## config.mk

```make
export PLATFORM = sky130hd
export DESIGN_NAME = tlwbc_ctrl
export DESIGN_NICKNAME = d
export VERILOG_FILES = /design/src/design/tlwbc_pkg.sv /design/src/design/tlwbc_ctrl.sv
export VERILOG_INCLUDE_DIRS = /design/src /design/src/design
export SDC_FILE = /design/constraint.sdc
export NUM_CORES = 1
export LEC_CHECK = 0
export BUFFER_PORTS_ARGS = -buffer_cell sky130_fd_sc_hd__buf_2
export CAP_MARGIN = 20
export CORE_AREA = 2 2 39 41
export DETAILED_ROUTE_END_ITERATION = 8
export DIE_AREA = 0 0 41 43
export GPL_ROUTABILITY_DRIVEN = 0
export MAX_ROUTING_LAYER = met4
export SYNTH_ARGS = -nofsm -noshare
export SYNTH_HDL_FRONTEND = slang
export SYNTH_SLANG_ARGS = --single-unit
```

## constraint.sdc

```tcl
create_clock -name clk_i -period 1.7 [get_ports clk_i]
set_input_delay 0.255 -clock clk_i [delete_from_list [all_inputs] [get_ports clk_i]]
set_output_delay 0.255 -clock clk_i [all_outputs]
set_load 0.02 [all_outputs]
```

## src/design/two_way_lru_write_back_cache_macros.svh

```systemverilog
// Assertion macros for the two-way LRU write-back cache.
// Included by the modules that carry concurrent checks; no other dependencies.
`ifndef TWO_WAY_LRU_WRITE_BACK_CACHE_MACROS_SVH
`define TWO_WAY_LRU_WRITE_BACK_CACHE_MACROS_SVH

// Check a property on a given clock, disabled while the active-low reset is asserted.
`define TLWBC_ASSERT_CLK(lbl, clk, rst_n, prop, msg) \
  lbl: assert property (@(posedge clk) disable iff (!rst_n) (prop)) else $error(msg);

// Check a property on the block clock and reset (clk_i, rst_ni).
`define TLWBC_ASSERT(lbl, prop, msg) \
  `TLWBC_ASSERT_CLK(lbl, clk_i, rst_ni, prop, msg)

`endif

```

## src/design/tlwbc_pkg.sv

```systemverilog
// Package for the two-way LRU write-back cache: widths, defaults, FSM codes
// and the controller/datapath command and status structs. No dependencies.
package tlwbc_pkg;

  // Fixed field widths
  localparam int unsigned AddrW = 32;
  localparam int unsigned CntW  = 32;

  // Parameter defaults (SETS must be a power of two)
  localparam int unsigned DefSets           = 512;
  localparam int unsigned DefLineOffsetBits = 6;

  // Per-set state row: LRU bit plus valid and dirty bits of both ways
  typedef struct packed {
    logic       lru;
    logic [1:0] valid;
    logic [1:0] dirty;
  } set_state_t;

  // Controller states
  typedef enum logic [2:0] {
    ST_CLEAR  = 3'b001,
    ST_IDLE   = 3'b010,
    ST_LOOKUP = 3'b100
  } state_e;

  // Controller to datapath commands
  typedef struct packed {
    logic clear;   // write one zero state row and advance the sweep
    logic accept;  // capture the transaction and read the set
    logic lookup;  // compare, update the set and present the result
  } cmd_t;

  // Datapath to controller status
  typedef struct packed {
    logic clear_done;  // the sweep is writing its last row
    logic result;      // a result is on the outputs this cycle
  } stat_t;

endpackage

```

## src/design/tlwbc_ctrl.sv

```systemverilog
// Controller of the two-way LRU write-back cache: reset sweep, idle, lookup.
// Depends on tlwbc_pkg and the assertion macro header.
`include "two_way_lru_write_back_cache_macros.svh"

module tlwbc_ctrl (
  input  logic           clk_i,
  input  logic           rst_ni,
  input  logic           start_i,
  input  tlwbc_pkg::stat_t stat_i,
  output tlwbc_pkg::cmd_t  cmd_o,
  output logic           busy_o
);

  tlwbc_pkg::state_e state_q, state_d;

  // Sequence the sweep and each transaction
  always_comb begin
    state_d = state_q;
    cmd_o   = '0;
    unique case (state_q)
      tlwbc_pkg::ST_CLEAR: begin
        cmd_o.clear = 1'b1;
        if (stat_i.clear_done) state_d = tlwbc_pkg::ST_IDLE;
      end
      tlwbc_pkg::ST_IDLE: begin
        if (start_i) begin
          cmd_o.accept = 1'b1;
          state_d      = tlwbc_pkg::ST_LOOKUP;
        end
      end
      tlwbc_pkg::ST_LOOKUP: begin
        cmd_o.lookup = 1'b1;
        state_d      = tlwbc_pkg::ST_IDLE;
      end
      default: state_d = tlwbc_pkg::ST_CLEAR;
    endcase
  end

  assign busy_o = (state_q != tlwbc_pkg::ST_IDLE);

  // Hold the state; restart the sweep on reset
  always_ff @(posedge clk_i or negedge rst_ni) begin
    if (!rst_ni) begin
      state_q <= tlwbc_pkg::ST_CLEAR;
    end else begin
      state_q <= state_d;
    end
  end

  `TLWBC_ASSERT(a_accept_then_lookup, cmd_o.accept |=> (state_q == tlwbc_pkg::ST_LOOKUP), "accepted transaction did not enter lookup")
  `TLWBC_ASSERT(a_result_after_lookup, cmd_o.lookup |=> (stat_i.result && !busy_o), "lookup not followed by a result in idle")

endmodule

```

Word level (Yosys, flattened, before mapping)

Cells that the tools add are included.

Register bits after elaboration: 3
Input port bits: 5
Output and inout bits: 4
Logic and storage cells: 15

Equal/unequal tests: 6
Muxes and demuxes: 7
Reductions and logical operators: 1

Operators with widths:

| operator                                                                 | number |
|---|---|
| 3-bit case mux with 3 select lines                                       | 1 |
| 3-bit two-way mux                                                        | 2 |
| 1-bit two-way mux                                                        | 4 |
| 2-bit inequality test (second input constant)                            | 2 |
| 3-bit by 1-bit == test with 1-bit output (second input constant)         | 1 |
| 3-bit by 2-bit == test with 1-bit output (second input constant)         | 1 |
| 3-bit == test (second input constant)                                    | 1 |
| 3-bit by 2-bit inequality test with 1-bit output (second input constant) | 1 |
| 2-bit AND reduction                                                      | 1 |

Depth between registers and ports, before layout

Gate-level depths: netlist of run 1.

Word-level depth: 3
Depth in mapped cells: 2
Mapped depth without buffers: 2

Worst setup path after synthesis of run 1

OpenSTA, ideal clock, no wires.

Path kind: reg-to-output
From: register state_q[2]
To: output cmd_o[1] (netlist name)
Arrival: 1.143 ns
Data required time: 1.445 ns
Path slack: 0.302 ns
Stages on the path, launching flop included: 3
Cells stage by stage: dfrtp_1 > or3b_4 > nor2_1

RTL lines:

| what                     | RTL line         | RTL |
|---|---|---|
| start: declaration       | tlwbc_ctrl.sv:14 | `tlwbc_pkg::state_e state_q, state_d;` |
| start signal: assignment | tlwbc_ctrl.sv:44 | `state_q <= tlwbc_pkg::ST_CLEAR;` |
| start signal: assignment | tlwbc_ctrl.sv:46 | `state_q <= state_d;` |
| end: declaration         | tlwbc_ctrl.sv:10 | `output tlwbc_pkg::cmd_t cmd_o,` |

==> flow_metrics.py, run 1 <==
metrics = {
    "outcome": {
        "outcome": "complete, no violations",
    },
    "setup_path": {
        "worstPathMaxFanout": 6,
        "cp-start-kind": "flop",
        "cp-end-kind": "output port",
        "worstPathArrival_ns": 1.32,
        "crit_slowest_cell": "dfrtp_1",
        "crit_type": "flop to output port",
        "path_cells": "or3b_4, nor2_1, buf_2",
        "cp-startpoint": "state_q[2]",
        "slowest_delay_ns": 0.43,
        "rr_startpoint": "state_q[0]",
        "cp_top_family": "simple AND/OR/NAND/NOR gates",
        "critPathRequiredTime_ns": 1.44,
        "crit_buf_inv": 1,
    },
    "hold_path": {
        "worstHoldStart": "start_i",
        "hold_class": "input port to flop",
    },
    "synth": {
        "seq_area_frac_synth_pct": 49.6,
        "synth_nets": 20,
        "ys_warn_count": 0,
        "syn_area_per_cell_um2": 10.3,
        "syn_inst": 15,
        "yosys.area.top_type_share_pct": 32.5,
        "ys_seq_elements": 3,
        "synthesis.area_um2": 154,
        "synth_top_cell_by_area": "dfrtp_1",
        "ys_types": 12,
        "synth_area_leaders": "dfrtp_1 33%, dfstp_2 17%, or3b_4 7.3%",
    },
    "clock_network": {
        "cts.path.max_buffers": 2,
        "cts_tree": "done",
        "cts_resized": 0,
        "htree_levels": 1,
        "cts_buffers": 3,
        "cts_sinks": 3,
        "clkLatencyLatePin_ns": 0.23,
        "post-cts-setup-buffer-count": 0,
        "root_buffer": "clkbuf_4",
        "clk_pin_slew_ns": 0.04,
    },
    "routing": {
        "vias_per_cell": 3.56,
        "dr.pass1.iters": 1,
        "drtAntennaViolNets": 0,
        "drt_iter0_drc": 0,
        "routed_wl_um": 347,
        "vias": 153,
        "wire_per_inst_um": 8.07,
        "drc": 0,
    },
    "timing": {
        "finClkSkew_ns": 0.000896,
        "fin_ws_ns": 0.127,
        "grt_setup_unrepaired": "false",
        "worst_slew_pin_slew_ns": 0.307,
        "slew_viol_final": 0,
        "tns_ns": 0,
        "layout_worst_path_cycle_share_pct": 92.5,
        "clock.fmax_mhz": 636,
        "relSlewSlack_pct": 79.2,
        "setup_viol": 0,
        "fin_crit_ns": 1.57,
        "final-hold-violation-count": 0,
    },
    "grt": {
        "antenna_found_initial": 0,
        "first_global_vias": 158,
        "grt_max_degree": 7,
        "grt.overflow.total": 0,
        "grt_use_total_pct": 5.86,
        "grt_pass1_wl_um": 572,
    },
    "placement": {
        "dp.final_hpwl_um": 269,
        "io_buffers": 7,
        "placed_cell_area_um2": 209,
        "dp_worst_setup_slack_ns": 0.375,
    },
    "power": {
        "total_power_uw": 420,
        "peakVddDrop_mv": 0.237,
        "leakage_uw": 0.000126,
        "power.density_nw_per_um2": 1710,
    },
    "layout": {
        "area_growth_pct": 59.3,
        "fin_nets": 33,
        "antennaDiodeCount": 0,
        "regMostFlops": "state_q",
        "final_layout_size_suffix_gt1_share_pct": 44.4,
        "seqCellArea_um2": 76.3,
        "top_regs": "state_q: 3 flops",
        "fillers": 162,
        "multi_input_area_um2": 70.1,
        "fin_area_um2": 245,
        "largest_reg_flops": 3,
        "final_util_pct": 17.7,
    },
    "floorplanning": {
        "core_um2": 1380,
        "die_area_um2": 1760,
        "die-height_um": 43,
        "die_x_um": 41,
        "row_count": 14,
        "pin_count": 9,
        "initial_core_util_pct": 11.1,
    },
    "flow_run": {
        "cap_violations": 0,
    },
}
==> worst min-delay path, cell delays in order <==
cell and delay [ns]:
buf_2 0.10, inv_1 0.06, nor2_1 0.04
==> power breakdown <==
group	internal (µW)	total [µW]	switching, µW
clock	88.1	128	39.4
sequential	106	144	37.5
combinational	70.1	148	78.4
total	264	420	155
==> synth_stat cells (all sizes together) <==
| cell type | instances |
|---|---|
| dfrtp | 2 |
| dfstp | 1 |
| nor4bb | 1 |
| nor3 | 1 |
| or3 | 1 |
| nor3b | 1 |
| or3b | 1 |
| xor2 | 1 |
| nor2 | 2 |
| inv | 2 |
| nor4b | 1 |
| a21oi | 1 |
==> cells in the final DEF (no fill, tap or decap) <==
cell | synthesis | final
nor4b_1 | 1 | 1
clkbuf_1 | 0 | 1
dfrtp_1 | 2 | 2
clkbuf_4 | 0 | 3
xor2_1 | 1 | 1
nor2_1 | 2 | 2
nor3_1 | 1 | 1
or3_1 | 1 | 1
a21oi_1 | 1 | 1
nor3b_1 | 1 | 1
or3b_4 | 1 | 1
buf_2 | 0 | 7
dlygate4sd3_1 | 0 | 1
nor4bb_1 | 1 | 1
dfstp_2 | 1 | 1
inv_1 | 2 | 2
==> routing by layer <==
layer | track usage [%] | routed length [µm] | up-vias
met2 | 7.81 | 198 | 5
met5 | - | 0 | -
met4 | 10.0 | 19 | 0
met3 | 1.57 | 15 | 2
li1 | - | - | 76
met1 | 4.50 | 114 | 70
==> final cells by class <==
cell class	instances	share of cell area (%)
repair buffers	8	18.4
multi-input cells	10	28.6
flip-flops and latches	3	31.1
well taps	16	8.16
clock buffers	4	10.7
inverters	2	3.06
==> repair_timing <==
| item | in CTS | in global routing |
|---|---|---|
| setup endpoints to repair | 0 | 0 |
| hold endpoints to repair | 3 | 0 |
| hold buffers | 1 | 0 |
==> kinds of logic after synthesis <==
logic type             after synthesis  synth area share, %
XOR/XNOR                             1                 5.69
buffers and inverters                2                 4.88
AND/OR/NAND/NOR                      8                 36.6
AO/OA/AOI/OAI                        1                 3.25
flip-flops                           3                 49.6
==> path summary, 6_finish.rpt <==
| check | end | slack, ns | cells after the start |
|---|---|---|---|
| min | state_q[2] | 0.27 | 3 |
| max in group asynchronous | state_q[0] | 1.17 | 2 |
| max | cmd_o[1] | 0.13 | 3 |
| min reg2reg | state_q[0] | 0.52 | 2 |
| min in group asynchronous | state_q[2] | 0.34 | 2 |
| max reg2reg | state_q[1] | 0.59 | 2 |
==> per-stage QoR <==
stage,hold WS [ns],std cells
3_5_place_dp,0.0522,38
6_report,0.267,43
4_1_cts,0.267,43
3_3_place_gp,0.0510,38
2_1_floorplan,-0.0406,15
5_1_grt,0.267,43
Note: power is estimated with default switching activity, not from simulation.
==> inputs of run 2 (changes only) <==
--- a/config.mk
+++ b/config.mk
@@ -8,11 +8,14 @@
 export LEC_CHECK = 0
 export BUFFER_PORTS_ARGS = -buffer_cell sky130_fd_sc_hd__buf_2
 export CAP_MARGIN = 20
+export CELL_PAD_IN_SITES_DETAIL_PLACEMENT = 1
+export CELL_PAD_IN_SITES_GLOBAL_PLACEMENT = 2
 export CORE_AREA = 2 2 39 41
 export DETAILED_ROUTE_END_ITERATION = 8
 export DIE_AREA = 0 0 41 43
 export GPL_ROUTABILITY_DRIVEN = 0
 export MAX_ROUTING_LAYER = met4
+export PLACE_DENSITY_LB_ADDON = 0.1
 export SYNTH_ARGS = -nofsm -noshare
 export SYNTH_HDL_FRONTEND = slang
 export SYNTH_SLANG_ARGS = --single-unit
==> run 2 against run 1 <==
Net effect:
- hold slack improved by 0.0084 ns
- combinational power about the same
- register-to-register slack got worse by 0.02 ns
- sequential cell count unchanged
- sequential power hardly changed
- final area is the same
- routed wire length rose by 8.6%
- non-clock buffer count stayed put
- setup slack improved by 0.00099 ns
- critical path type unchanged
- highest routed layer is now met3
==> flow_metrics.py, run 2 (synthesis gave the netlist of run 1 again) <==
metrics = {
    "layout": {
        "layout.cells.non_filler": 43,
        "fin_nets": 33,
        "mostFrequentLayoutCell": "buf_2",
        "fillers": 165,
        "most-common-layout-cells": "7 x buf_2, 3 x clkbuf_4, 2 x inv_1, 2 x nor2_1, 2 x dfrtp_1",
        "regMostFlops": "state_q",
        "antennaDiodeCount": 0,
        "largest_reg_flops": 3,
        "final_layout_size_suffix_gt1_share_pct": 44.4,
        "top_regs": "state_q: 3 flops",
        "area_growth_pct": 59.3,
    },
    "setup_path": {
        "critPathRequiredTime_ns": 1.44,
        "slowest_delay_ns": 0.42,
        "cp-start-kind": "flop",
        "cp-end-kind": "output port",
        "crit_type": "flop to output port",
        "worstPathArrival_ns": 1.32,
        "path_cells": "or3b_4, nor2_1, buf_2",
        "worstPathMaxFanout": 6,
        "r2r_slack_ns": 0.57,
        "crit_slowest_cell": "dfrtp_1",
    },
    "clock_network": {
        "cts_buffers": 3,
        "clk_pin_slew_ns": 0.04,
        "clkLatencyLatePin_ns": 0.23,
        "root_buffer": "clkbuf_4",
        "cts_sinks": 3,
        "cts_resized": 0,
        "cts_tree": "done",
        "cts.path.max_buffers": 2,
        "htree_levels": 1,
    },
    "floorplanning": {
        "initial_core_util_pct": 11.1,
        "row_count": 14,
        "core_um2": 1380,
        "pin_count": 9,
        "die_area_um2": 1760,
        "die-height_um": 43,
        "die_x_um": 41,
    },
    "timing": {
        "finClkSkew_ns": 0.00213,
        "final-hold-violation-count": 0,
        "relSlewSlack_pct": 78.9,
        "setup_viol": 0,
        "layout_worst_path_cycle_share_pct": 92.4,
        "fin_crit_ns": 1.57,
        "tns_ns": 0,
        "clock.fmax_mhz": 636,
        "worst_slew_pin_slew_ns": 0.313,
        "slew_viol_final": 0,
        "grt_setup_unrepaired": "false",
    },
    "hold_path": {
        "hold_class": "input port to flop",
    },
    "power": {
        "power.density_nw_per_um2": 1700,
        "leakage_uw": 0.000126,
        "peakVddDrop_mv": 0.469,
    },
    "routing": {
        "wire_per_inst_um": 8.77,
        "drt_iter0_drc": 3,
        "dr.pass1.iters": 2,
        "routed_wl_um": 377,
        "dr_wl_met2_um": 176,
        "met1Wirelength_um": 169,
        "drc": 0,
        "top_layer": "met3",
        "vias_per_cell": 3.51,
        "vias": 151,
        "drtAntennaViolNets": 0,
        "wl_met3_um": 31,
    },
    "grt": {
        "first_global_vias": 152,
        "grt_use_total_pct": 5.37,
        "grt_pass1_wl_um": 565,
        "antenna_found_initial": 0,
        "grt_max_degree": 7,
        "grt.overflow.total": 0,
    },
    "outcome": {
        "outcome": "complete, no violations",
    },
    "flow_run": {
        "cap_violations": 0,
    },
    "placement": {
        "io_buffers": 7,
        "place_inst": 38,
    },
}
run 2: cell counts in the layout (fill, tap and decap cells not counted):
Identical to the previous run, type by type.
run 2: path summary, 6_finish.rpt:
| path | endpoint | cells past startpoint | from |
|---|---|---|---|
| min in group asynchronous | state_q[2] | 2 | rst_ni |
| hold reg to reg | state_q[0] | 2 | state_q[0] |
| max in group asynchronous | state_q[0] | 2 | rst_ni |
| setup reg to reg | state_q[1] | 2 | state_q[0] |
| setup / recovery | cmd_o[1] | 3 | state_q[1] |
| hold / removal | state_q[2] | 3 | start_i |
run 2: timing repair:
item                                    in CTS  in global routing
endpoints found under the hold margin        3                  0
buffers inserted                             0                  0
hold buffers                                 1                  0
endpoints found under the setup margin       0                  0
run 2: report_power, final:
group / switching [µW] / internal, µW
registers: 37.3 / 106
logic: 80.3 / 70.1
clock network: 35.4 / 87.9
total: 153 / 264
run 2: per-stage QoR:
stage	instance area, µm²	hold WS, ns	setup slack (ns)	utilization, %	total power (µW)
6_report	245	0.276	0.128	17.7	417
5_1_grt	245	0.286	0.0495	17.7	453
2_1_floorplan	154	-0.0406	0.302	-	245
3_5_place_dp	209	0.0524	0.362	15.1	297
4_1_cts	245	0.274	0.107	17.7	429
3_3_place_gp	209	0.0511	0.359	15.1	302
run 2: area by class of cell:
type                            count  area (µm²)  area share (%)
Tap cell                           16        20.0            8.16
Multi-Input combinational cell     10        70.1            28.6
Clock buffer                        4        26.3            10.7
Timing Repair Buffer                8        45.0            18.4
Sequential cell                     3        76.3            31.1
Inverter                            2        7.51            3.06
run 2: worst max-delay path, delay by kind of cell (launching register included):
family,cells,cell delay (ns)
simple gates,2,0.50
flops,1,0.42
buf+inv,1,0.16
run 2: per-layer routing:
layer	global-route usage (%)	up-vias
li1	-	75
met5	-	-
met3	5.24	0
met1	5.52	72
met4	4.00	0
met2	5.94	4
